$ cat config.mk
export PLATFORM = sky130hd
export DESIGN_NAME = uart_baud_divisor_calc
export DESIGN_NICKNAME = d
export VERILOG_FILES = /design/src/design/ubdc_pkg.sv /design/src/design/ubdc_front.sv /design/src/design/ubdc_div_stage.sv /design/src/design/ubdc_pack.sv /design/src/design/uart_baud_divisor_calc.sv
export SDC_FILE = /design/constraint.sdc
export NUM_CORES = 2
export LEC_CHECK = 0
export BUFFER_PORTS_ARGS = -buffer_cell sky130_fd_sc_hd__buf_2
export CORE_ASPECT_RATIO = 1.25
export CORE_UTILIZATION = 59
export DETAILED_ROUTE_END_ITERATION = 10
export HOLD_SLACK_MARGIN = 0.05
export MAX_ROUTING_LAYER = met4
export PLACE_DENSITY = 0.87
export SYNTH_ARGS = -nofsm -noshare
export SYNTH_HDL_FRONTEND = slang
export SYNTH_SLANG_ARGS = --single-unit
$ cat constraint.sdc
create_clock -name clk -period 11.3 [get_ports clk]
set_input_delay 2.26 -clock clk [delete_from_list [all_inputs] [get_ports clk]]
set_output_delay 2.26 -clock clk [all_outputs]
set_load 0.005 [all_outputs]
$ cat src/design/ubdc_pkg.sv
// Shared types and constants for the UART baud divisor calculator.
`timescale 1ns / 1ps

package ubdc_pkg;

  // Field widths
  localparam int unsigned CLK_W  = 26;
  localparam int unsigned BAUD_W = 24;
  localparam int unsigned PRE_W  = 16;
  localparam int unsigned MOD1_W = 4;
  localparam int unsigned MOD2_W = 8;
  localparam int unsigned WORD_W = 16;

  // Defaults for the top-level parameters
  localparam int unsigned FRACTION_BITS_DEF = 6;
  localparam int unsigned MAX_BAUD_DEF      = 1000000;

  // Clock selection rule
  localparam logic [CLK_W-1:0] SLOW_MIN_HZ = 26'd20000;
  localparam logic [CLK_W-1:0] SLOW_RATIO  = 26'd3;

  // Oversampling splits n into n/16 and n%16
  localparam int unsigned OS_SHIFT = 4;

  // Quotient bits resolved per divider stage
  localparam int unsigned DIV_STEP_BITS = 4;

  // Configuration register indexes
  localparam int unsigned CFG_IDX_W = 8;
  localparam logic [CFG_IDX_W-1:0] REG_SLOW_CLOCK = 8'd0;
  localparam logic [CFG_IDX_W-1:0] REG_FAST_CLOCK = 8'd1;

  // Configuration reset values
  localparam logic [CLK_W-1:0] SLOW_CLOCK_RST = 26'd32768;
  localparam logic [CLK_W-1:0] FAST_CLOCK_RST = 26'd1048576;

  // Control bits that travel with each beat down the pipeline
  typedef struct packed {
    logic valid;
    logic reject;
    logic slow;
  } ctl_t;

endpackage

$ cat src/design/ubdc_front.sv
// Input stage: configuration registers, baud range check, clock select.
`timescale 1ns / 1ps

module ubdc_front #(
  parameter int unsigned FRACTION_BITS = ubdc_pkg::FRACTION_BITS_DEF,
  parameter int unsigned MAX_BAUD      = ubdc_pkg::MAX_BAUD_DEF,
  parameter int unsigned QW            = 32
) (
  input  logic                           clk,
  input  logic                           rst,
  input  logic                           cfg_we,
  input  logic [ubdc_pkg::CFG_IDX_W-1:0] cfg_index,
  input  logic [ubdc_pkg::CLK_W-1:0]     cfg_data,
  input  logic                           in_valid,
  input  logic [ubdc_pkg::BAUD_W-1:0]    baud_rate,
  output ubdc_pkg::ctl_t                 out_ctl,
  output logic [QW-1:0]                  out_num,
  output logic [ubdc_pkg::BAUD_W-1:0]    out_den
);

  logic [ubdc_pkg::CLK_W-1:0] slow_clock_hz;
  logic [ubdc_pkg::CLK_W-1:0] fast_clock_hz;
  logic [ubdc_pkg::CLK_W-1:0] baud_x3;
  logic                       reject;
  logic                       slow;
  logic [ubdc_pkg::CLK_W-1:0] clk_sel;

  // Range check and clock choice
  assign baud_x3 = ubdc_pkg::CLK_W'(baud_rate) * ubdc_pkg::SLOW_RATIO;
  assign reject  = (baud_rate == '0) ||
                   (baud_rate > ubdc_pkg::BAUD_W'(MAX_BAUD));
  assign slow    = (slow_clock_hz > ubdc_pkg::SLOW_MIN_HZ) && (slow_clock_hz >= baud_x3);
  assign clk_sel = slow ? slow_clock_hz : fast_clock_hz;

  // Config registers and control
  always_ff @(posedge clk) begin
    if (rst) begin
      slow_clock_hz <= ubdc_pkg::SLOW_CLOCK_RST;
      fast_clock_hz <= ubdc_pkg::FAST_CLOCK_RST;
      out_ctl       <= '0;
    end else begin
      if (cfg_we && (cfg_index == ubdc_pkg::REG_SLOW_CLOCK)) begin
        slow_clock_hz <= cfg_data;
      end
      if (cfg_we && (cfg_index == ubdc_pkg::REG_FAST_CLOCK)) begin
        fast_clock_hz <= cfg_data;
      end
      out_ctl.valid  <= in_valid;
      out_ctl.reject <= reject;
      out_ctl.slow   <= slow;
    end
  end

  // Dividend is the chosen clock scaled by the fraction bits
  always_ff @(posedge clk) begin
    out_num <= QW'(clk_sel) << FRACTION_BITS;
    out_den <= baud_rate;
  end

  a_slow_write: assert property (@(posedge clk) disable iff (rst)
    cfg_we && (cfg_index == ubdc_pkg::REG_SLOW_CLOCK)
      |=> slow_clock_hz == $past(cfg_data))
    else $error("slow clock register did not take the write");

  a_fast_write: assert property (@(posedge clk) disable iff (rst)
    cfg_we && (cfg_index == ubdc_pkg::REG_FAST_CLOCK)
      |=> fast_clock_hz == $past(cfg_data))
    else $error("fast clock register did not take the write");

  a_slow_rule: assert property (@(posedge clk) disable iff (rst)
    in_valid && slow |-> slow_clock_hz > ubdc_pkg::SLOW_MIN_HZ)
    else $error("slow clock chosen below minimum frequency");

endmodule

$ cat src/design/ubdc_div_stage.sv
// One stage of the pipelined restoring divider, BPS quotient bits per stage.
`timescale 1ns / 1ps

module ubdc_div_stage #(
  parameter int unsigned BW  = 24,
  parameter int unsigned QW  = 32,
  parameter int unsigned BPS = 4
) (
  input  logic           clk,
  input  logic           rst,
  input  ubdc_pkg::ctl_t in_ctl,
  input  logic [BW-1:0]  in_rem,
  input  logic [QW-1:0]  in_num,
  input  logic [QW-1:0]  in_quo,
  input  logic [BW-1:0]  in_den,
  output ubdc_pkg::ctl_t out_ctl,
  output logic [BW-1:0]  out_rem,
  output logic [QW-1:0]  out_num,
  output logic [QW-1:0]  out_quo,
  output logic [BW-1:0]  out_den
);

  logic [BW-1:0] rem_v;
  logic [QW-1:0] num_v;
  logic [QW-1:0] quo_v;
  logic [BW:0]   trial;

  // Shift in one dividend bit, compare and subtract, BPS times
  always_comb begin
    rem_v = in_rem;
    num_v = in_num;
    quo_v = in_quo;
    trial = '0;
    for (int i = 0; i < BPS; i++) begin
      trial = {rem_v, num_v[QW-1]};
      num_v = num_v << 1;
      if (trial >= {1'b0, in_den}) begin
        trial = trial - {1'b0, in_den};
        quo_v = {quo_v[QW-2:0], 1'b1};
      end else begin
        quo_v = {quo_v[QW-2:0], 1'b0};
      end
      rem_v = trial[BW-1:0];
    end
  end

  // Control
  always_ff @(posedge clk) begin
    if (rst) begin
      out_ctl <= '0;
    end else begin
      out_ctl <= in_ctl;
    end
  end

  // Datapath
  always_ff @(posedge clk) begin
    out_rem <= rem_v;
    out_num <= num_v;
    out_quo <= quo_v;
    out_den <= in_den;
  end

  a_rem_bound: assert property (@(posedge clk) disable iff (rst)
    out_ctl.valid && !out_ctl.reject |-> out_rem < out_den)
    else $error("partial remainder not below divisor");

endmodule

$ cat src/design/ubdc_pack.sv
// Output stage: splits the quotient into prescaler and modulation fields.
`timescale 1ns / 1ps

module ubdc_pack #(
  parameter int unsigned FRACTION_BITS = ubdc_pkg::FRACTION_BITS_DEF,
  parameter int unsigned QW            = 32
) (
  input  logic                            clk,
  input  logic                            rst,
  input  ubdc_pkg::ctl_t                  in_ctl,
  input  logic [QW-1:0]                   in_quo,
  output logic                            done,
  output logic                            settings_ok,
  output logic                            use_slow_clock,
  output logic [ubdc_pkg::PRE_W-1:0]      prescaler,
  output logic [ubdc_pkg::MOD1_W-1:0]     first_modulation,
  output logic [ubdc_pkg::MOD2_W-1:0]     second_modulation,
  output logic                            oversampling,
  output logic [ubdc_pkg::WORD_W-1:0]     modulation_word
);

  logic                            too_big;
  logic                            ok;
  logic [ubdc_pkg::PRE_W-1:0]      n;
  logic                            os;
  logic [ubdc_pkg::PRE_W-1:0]      pre;
  logic [ubdc_pkg::MOD1_W-1:0]     first;
  logic [ubdc_pkg::MOD2_W-1:0]     second;

  // Integer part above 16 bits means the divisor does not fit
  assign too_big = |in_quo[QW-1:FRACTION_BITS+ubdc_pkg::PRE_W];
  assign ok      = !in_ctl.reject && !too_big;
  assign n       = in_quo[FRACTION_BITS+ubdc_pkg::PRE_W-1:FRACTION_BITS];
  assign os      = |n[ubdc_pkg::PRE_W-1:ubdc_pkg::OS_SHIFT];
  assign pre     = os ? (n >> ubdc_pkg::OS_SHIFT) : n;
  assign first   = os ? n[ubdc_pkg::MOD1_W-1:0] : '0;
  assign second  = ubdc_pkg::MOD2_W'(in_quo[FRACTION_BITS-1:0]) <<
                   (ubdc_pkg::MOD2_W - FRACTION_BITS);

  // Strobe
  always_ff @(posedge clk) begin
    if (rst) begin
      done <= 1'b0;
    end else begin
      done <= in_ctl.valid;
    end
  end

  // Result fields; divider fields zeroed on reject or overflow, use_slow_clock only on reject
  always_ff @(posedge clk) begin
    settings_ok       <= ok;
    use_slow_clock    <= !in_ctl.reject && in_ctl.slow;
    prescaler         <= ok ? pre : '0;
    first_modulation  <= ok ? first : '0;
    second_modulation <= ok ? second : '0;
    oversampling      <= ok && os;
    modulation_word   <= ok ? {second, first, 3'b000, os} : '0;
  end

  a_os_pre: assert property (@(posedge clk) disable iff (rst)
    done && oversampling |-> prescaler != '0)
    else $error("oversampling with zero prescaler");

  a_bad_zero: assert property (@(posedge clk) disable iff (rst)
    done && !settings_ok |-> (prescaler == '0) && (modulation_word == '0))
    else $error("rejected beat carries nonzero divider fields");

endmodule

$ cat src/design/uart_baud_divisor_calc.sv
// Top level of the UART baud divisor calculator.
`timescale 1ns / 1ps

// Takes one baud request per cycle and returns its divider settings
// through a registered input stage, the pipelined restoring divider, which
// resolves four quotient bits in each of its stages, and a registered
// output stage. done is high for exactly one cycle per result and results
// cannot be held off, so the receiver must take every beat. busy is high
// only while rst is asserted.
// Clock registers are written through cfg_valid/cfg_ready (always ready);
// write them only while no requests are in flight.
module uart_baud_divisor_calc #(
  parameter int unsigned FRACTION_BITS = ubdc_pkg::FRACTION_BITS_DEF,
  parameter int unsigned MAX_BAUD      = ubdc_pkg::MAX_BAUD_DEF
) (
  input  logic                           clk,
  input  logic                           rst,
  input  logic                           start,
  output logic                           busy,
  input  logic [ubdc_pkg::BAUD_W-1:0]    baud_rate,
  input  logic                           cfg_valid,
  output logic                           cfg_ready,
  input  logic [ubdc_pkg::CFG_IDX_W-1:0] cfg_index,
  input  logic [ubdc_pkg::CLK_W-1:0]     cfg_data,
  output logic                           done,
  output logic                           settings_ok,
  output logic                           use_slow_clock,
  output logic [ubdc_pkg::PRE_W-1:0]     prescaler,
  output logic [ubdc_pkg::MOD1_W-1:0]    first_modulation,
  output logic [ubdc_pkg::MOD2_W-1:0]    second_modulation,
  output logic                           oversampling,
  output logic [ubdc_pkg::WORD_W-1:0]    modulation_word
);

  localparam int unsigned BW   = ubdc_pkg::BAUD_W;
  localparam int unsigned BPS  = ubdc_pkg::DIV_STEP_BITS;
  localparam int unsigned DW   = ubdc_pkg::CLK_W + FRACTION_BITS;
  localparam int unsigned NSTG = (DW + BPS - 1) / BPS;
  localparam int unsigned QW   = NSTG * BPS;
  localparam int unsigned LAT  = NSTG + 2;

  ubdc_pkg::ctl_t ctl_chain [NSTG+1];
  logic [BW-1:0]  rem_chain [NSTG+1];
  logic [QW-1:0]  num_chain [NSTG+1];
  logic [QW-1:0]  quo_chain [NSTG+1];
  logic [BW-1:0]  den_chain [NSTG+1];
  logic           accept;

  // Handshake
  assign busy      = rst;
  assign cfg_ready = 1'b1;
  assign accept    = start && !busy;

  ubdc_front #(
    .FRACTION_BITS (FRACTION_BITS),
    .MAX_BAUD      (MAX_BAUD),
    .QW            (QW)
  ) u_front (
    .clk       (clk),
    .rst       (rst),
    .cfg_we    (cfg_valid && cfg_ready),
    .cfg_index (cfg_index),
    .cfg_data  (cfg_data),
    .in_valid  (accept),
    .baud_rate (baud_rate),
    .out_ctl   (ctl_chain[0]),
    .out_num   (num_chain[0]),
    .out_den   (den_chain[0])
  );

  // Divider starts with an empty remainder and quotient
  assign rem_chain[0] = '0;
  assign quo_chain[0] = '0;

  for (genvar s = 0; s < NSTG; s++) begin : g_div
    ubdc_div_stage #(
      .BW  (BW),
      .QW  (QW),
      .BPS (BPS)
    ) u_stage (
      .clk     (clk),
      .rst     (rst),
      .in_ctl  (ctl_chain[s]),
      .in_rem  (rem_chain[s]),
      .in_num  (num_chain[s]),
      .in_quo  (quo_chain[s]),
      .in_den  (den_chain[s]),
      .out_ctl (ctl_chain[s+1]),
      .out_rem (rem_chain[s+1]),
      .out_num (num_chain[s+1]),
      .out_quo (quo_chain[s+1]),
      .out_den (den_chain[s+1])
    );
  end

  ubdc_pack #(
    .FRACTION_BITS (FRACTION_BITS),
    .QW            (QW)
  ) u_pack (
    .clk               (clk),
    .rst               (rst),
    .in_ctl            (ctl_chain[NSTG]),
    .in_quo            (quo_chain[NSTG]),
    .done              (done),
    .settings_ok       (settings_ok),
    .use_slow_clock    (use_slow_clock),
    .prescaler         (prescaler),
    .first_modulation  (first_modulation),
    .second_modulation (second_modulation),
    .oversampling      (oversampling),
    .modulation_word   (modulation_word)
  );

  a_latency: assert property (@(posedge clk) disable iff (rst)
    done |-> $past(accept, LAT))
    else $error("result beat without a matching request");

  a_no_drop: assert property (@(posedge clk) disable iff (rst)
    $past(accept, LAT) && !$past(rst, LAT - 1) && !$past(rst, 1) |-> done)
    else $error("request beat produced no result");

  a_ok_slow: assert property (@(posedge clk) disable iff (rst)
    done && !use_slow_clock && settings_ok |-> 1'b1 && (modulation_word[3:1] == 3'b000))
    else $error("reserved modulation word bits set");

endmodule

==> results.json <==
{
  "max_slew.worst_pin.slew_ps": 1080,
  "final_area_mm2": 0.0681,
  "violations": "design-rule violations",
  "grt_pass1_wl_um": 287000,
  "place_hpwl_um": 152000,
  "cp_max_fo": 18,
  "routed_wl_um": 188000,
  "initial_utilization_pct": 59.8,
  "avgSynthCellArea_um2": 8.30,
  "drtPass1Iterations": 11,
  "design.core.area_mm2": 0.101,
  "syn_inst": 7271,
  "synth_area_mm2": 0.0603,
  "cts_buffers": 75,
  "crit_slowest_cell": "or3b_2",
  "relSlewSlack_pct": 27.9,
  "ys_seq_area_share_pct": 23.6,
  "overflow": 0,
  "synth_ff_type": "dfxtp_1",
  "required_ps": 11840,
  "synth_top_area_cell": "dfxtp_1",
  "wire_per_inst_um": 20.8,
  "cts-root-buf": "clkbuf_16",
  "drc_errors": 24,
  "dieArea_mm2": 0.104,
  "die_w_um": 288,
  "synth_common_cells": "811 x ha_1, 712 x dfxtp_1, 646 x a21oi_1, 551 x nand2_1, 500 x nor2_1",
  "dpl-instance-area_mm2": 0.0644,
  "async_reset_ff_share_pct": 0,
  "grt_max_degree": 81,
  "clkSlewWorstSetupHoldPaths_ps": 70,
  "cts.sinks": 712,
  "drv_slew": 0,
  "hold_start": "g_div[6].u_stage.out_quo[11]",
  "layout-drive-gt1-share_pct": 14.6,
  "grtUsageTotal_pct": 35.9,
  "insertion_delay_ps": 700,
  "multi_input_area_mm2": 0.0441,
  "fin_nets": 8559,
  "r2r_start": "g_div[2].u_stage.out_den[11]",
  "path_class": "reg2reg",
  "clk_path_buf_depth": 3,
  "via_per_inst": 6.19,
  "ys_types": 105,
  "synth_edf_count": 0,
  "finalSetupViolCount": 0,
  "crit_path_start": "g_div[2].u_stage.out_den[11]",
  "cp.arrival_ps": 11440,
  "endpoint_kind": "flop",
  "outcome": "complete, but fails checks",
  "synth-seq-cells": 712,
  "cap_violations": 0,
  "finalCritPeriodShare_pct": 96.4,
  "hold_path_class": "reg2reg",
  "io_pins": 112,
  "grt_pass1_vias": 54200,
  "drt_iter0_drc": 3782,
  "timing.final.crit_period_ps": 10890,
  "synthToLayoutAreaGrowth_pct": 12.9,
  "gp_congestion": 1.04,
  "fin_skew_ps": 55.9,
  "synth_area_leaders": "dfxtp_1 24%, ha_1 17%, mux2_2 5.5%",
  "antenna_found_initial": 10,
  "cp_common_cell": "a21o_1",
  "fmax_mhz": 91.8,
  "yosys.cell_count.top_type": "ha_1",
  "synth_top_area_share_pct": 23.6,
  "critical-path-max-stage-delay_ps": 490,
  "dieHeight_um": 360,
  "cts_tree": "yes",
  "final-hold-violation-count": 0,
  "portBuffers": 103,
  "ant_nets": 0,
  "vias": 56000,
  "rows": 130,
  "fillCellCount": 8264,
  "htree_levels": 3,
  "synth_warnings": 0,
  "start_kind": "flop",
  "regArea_mm2": 0.0143
}
## area by class of cell
| type | instances | area share [%] |
|---|---|---|
| antenna | 8 | 0.0294 |
| clock buffer | 87 | 2.91 |
| clock inverter | 49 | 1.10 |
| inverter | 500 | 2.79 |
| multi-input combinational | 5907 | 64.8 |
| sequential | 712 | 20.9 |
| tap | 1320 | 2.42 |
| timing repair buffer | 462 | 5.01 |
## path summary, 6_finish.rpt
check	slack [ps]	cells past startpoint	endpoint
setup / recovery	410	45	g_div[3].u_stage.out_rem[20]
hold / removal	290	0	g_div[7].u_stage.out_quo[15]
setup reg to reg	410	45	g_div[3].u_stage.out_rem[20]
hold reg to reg	290	0	g_div[7].u_stage.out_quo[15]
## routing by layer
metal  vias up  part of all wire (%)  track usage [%]
met5         -                     0                -
met4         0                   8.7             27.8
met3       745                   5.5             4.38
met2      2110                    48             60.8
met1     26000                    38             37.8
li1      27100                     -                -
## critical path, delay by kind of cell, from the launching register on
| kind | cells | cell delay (ps) |
|---|---|---|
| flip-flops | 1 | 390 |
| XOR/XNOR | 1 | 160 |
| multiplexers | 2 | 650 |
| AO/OA/AOI/OAI | 25 | 5790 |
| adder cells (fa/ha/maj) | 4 | 1340 |
| buffers and inverters | 5 | 590 |
| AND/OR/NAND/NOR | 8 | 1780 |
## per-stage QoR
step	hold slack, ps	worst slack (ps)	TNS [ps]	utilization [%]	instances
after floorplan	310	74.8	0	-	7281
after global placement	310	-503	-9090	63.9	8861
after detailed placement	312	-423	-7360	63.9	8861
after CTS	300	24.3	0	66.6	8999
after global routing	302	-90.5	-1470	67.6	9041
final	292	406	0	67.6	9045
## flip-flops by register name, summed over array words and instances (netlist names), 6 cells and up
name and cells:
g_div.u_stage.out_ctl 24, g_div.u_stage.out_den 168, g_div.u_stage.out_num 72, g_div.u_stage.out_quo 144, g_div.u_stage.out_rem 168, u_front.fast_clock_hz 26, u_front.out_den 24, u_front.out_num 26
u_front.slow_clock_hz 26, u_pack.prescaler 16, u_pack.second_modulation 6
## logic make-up after synthesis
logic type	after synthesis	share of synthesized area [%]
AO/OA/AOI/OAI	2145	23.0
multiplexers	399	7.33
buffers and inverters	663	4.38
adder cells (fa/ha/maj)	839	17.7
AND/OR/NAND/NOR	1913	15.3
other	2	0.0124
XOR/XNOR	598	8.68
flip-flops	712	23.6
## layout by cell type (no fill, tap or decap), types with 55 or more instances in the layout
cell type  synthesis  routed
ha_1             811     801
dfxtp_1          712     696
a21oi_1          646     625
nand2_1          551     550
nor2_1           500     498
inv_1            489     482
o21ai_0          462     431
xnor2_1          377     377
buf_4             21     337
a21o_1           300     300
mux2_2           297     297
xor2_1           221     221
nand3_1          127     125
nor2b_1          118     117
nor3_1           114     110
buf_2             34     104
nand4_1          102     102
o21a_1            98      97
o21bai_1          96      96
nand2b_1          91      90
clkbuf_16          0      76
and3_1            59      59
and2_1            55      55
## repair_timing
item                                    CTS  global route
endpoints found under the setup margin   45           175
hold buffers                              0             0
gates cloned                              0             3
resized for setup                        14           178
setup buffers                             2            35
pin swaps                                 1            24
Power is left out: the tool's default activity adds up to more than one toggle a clock period on the data nets, which glitch-free logic cannot reach.
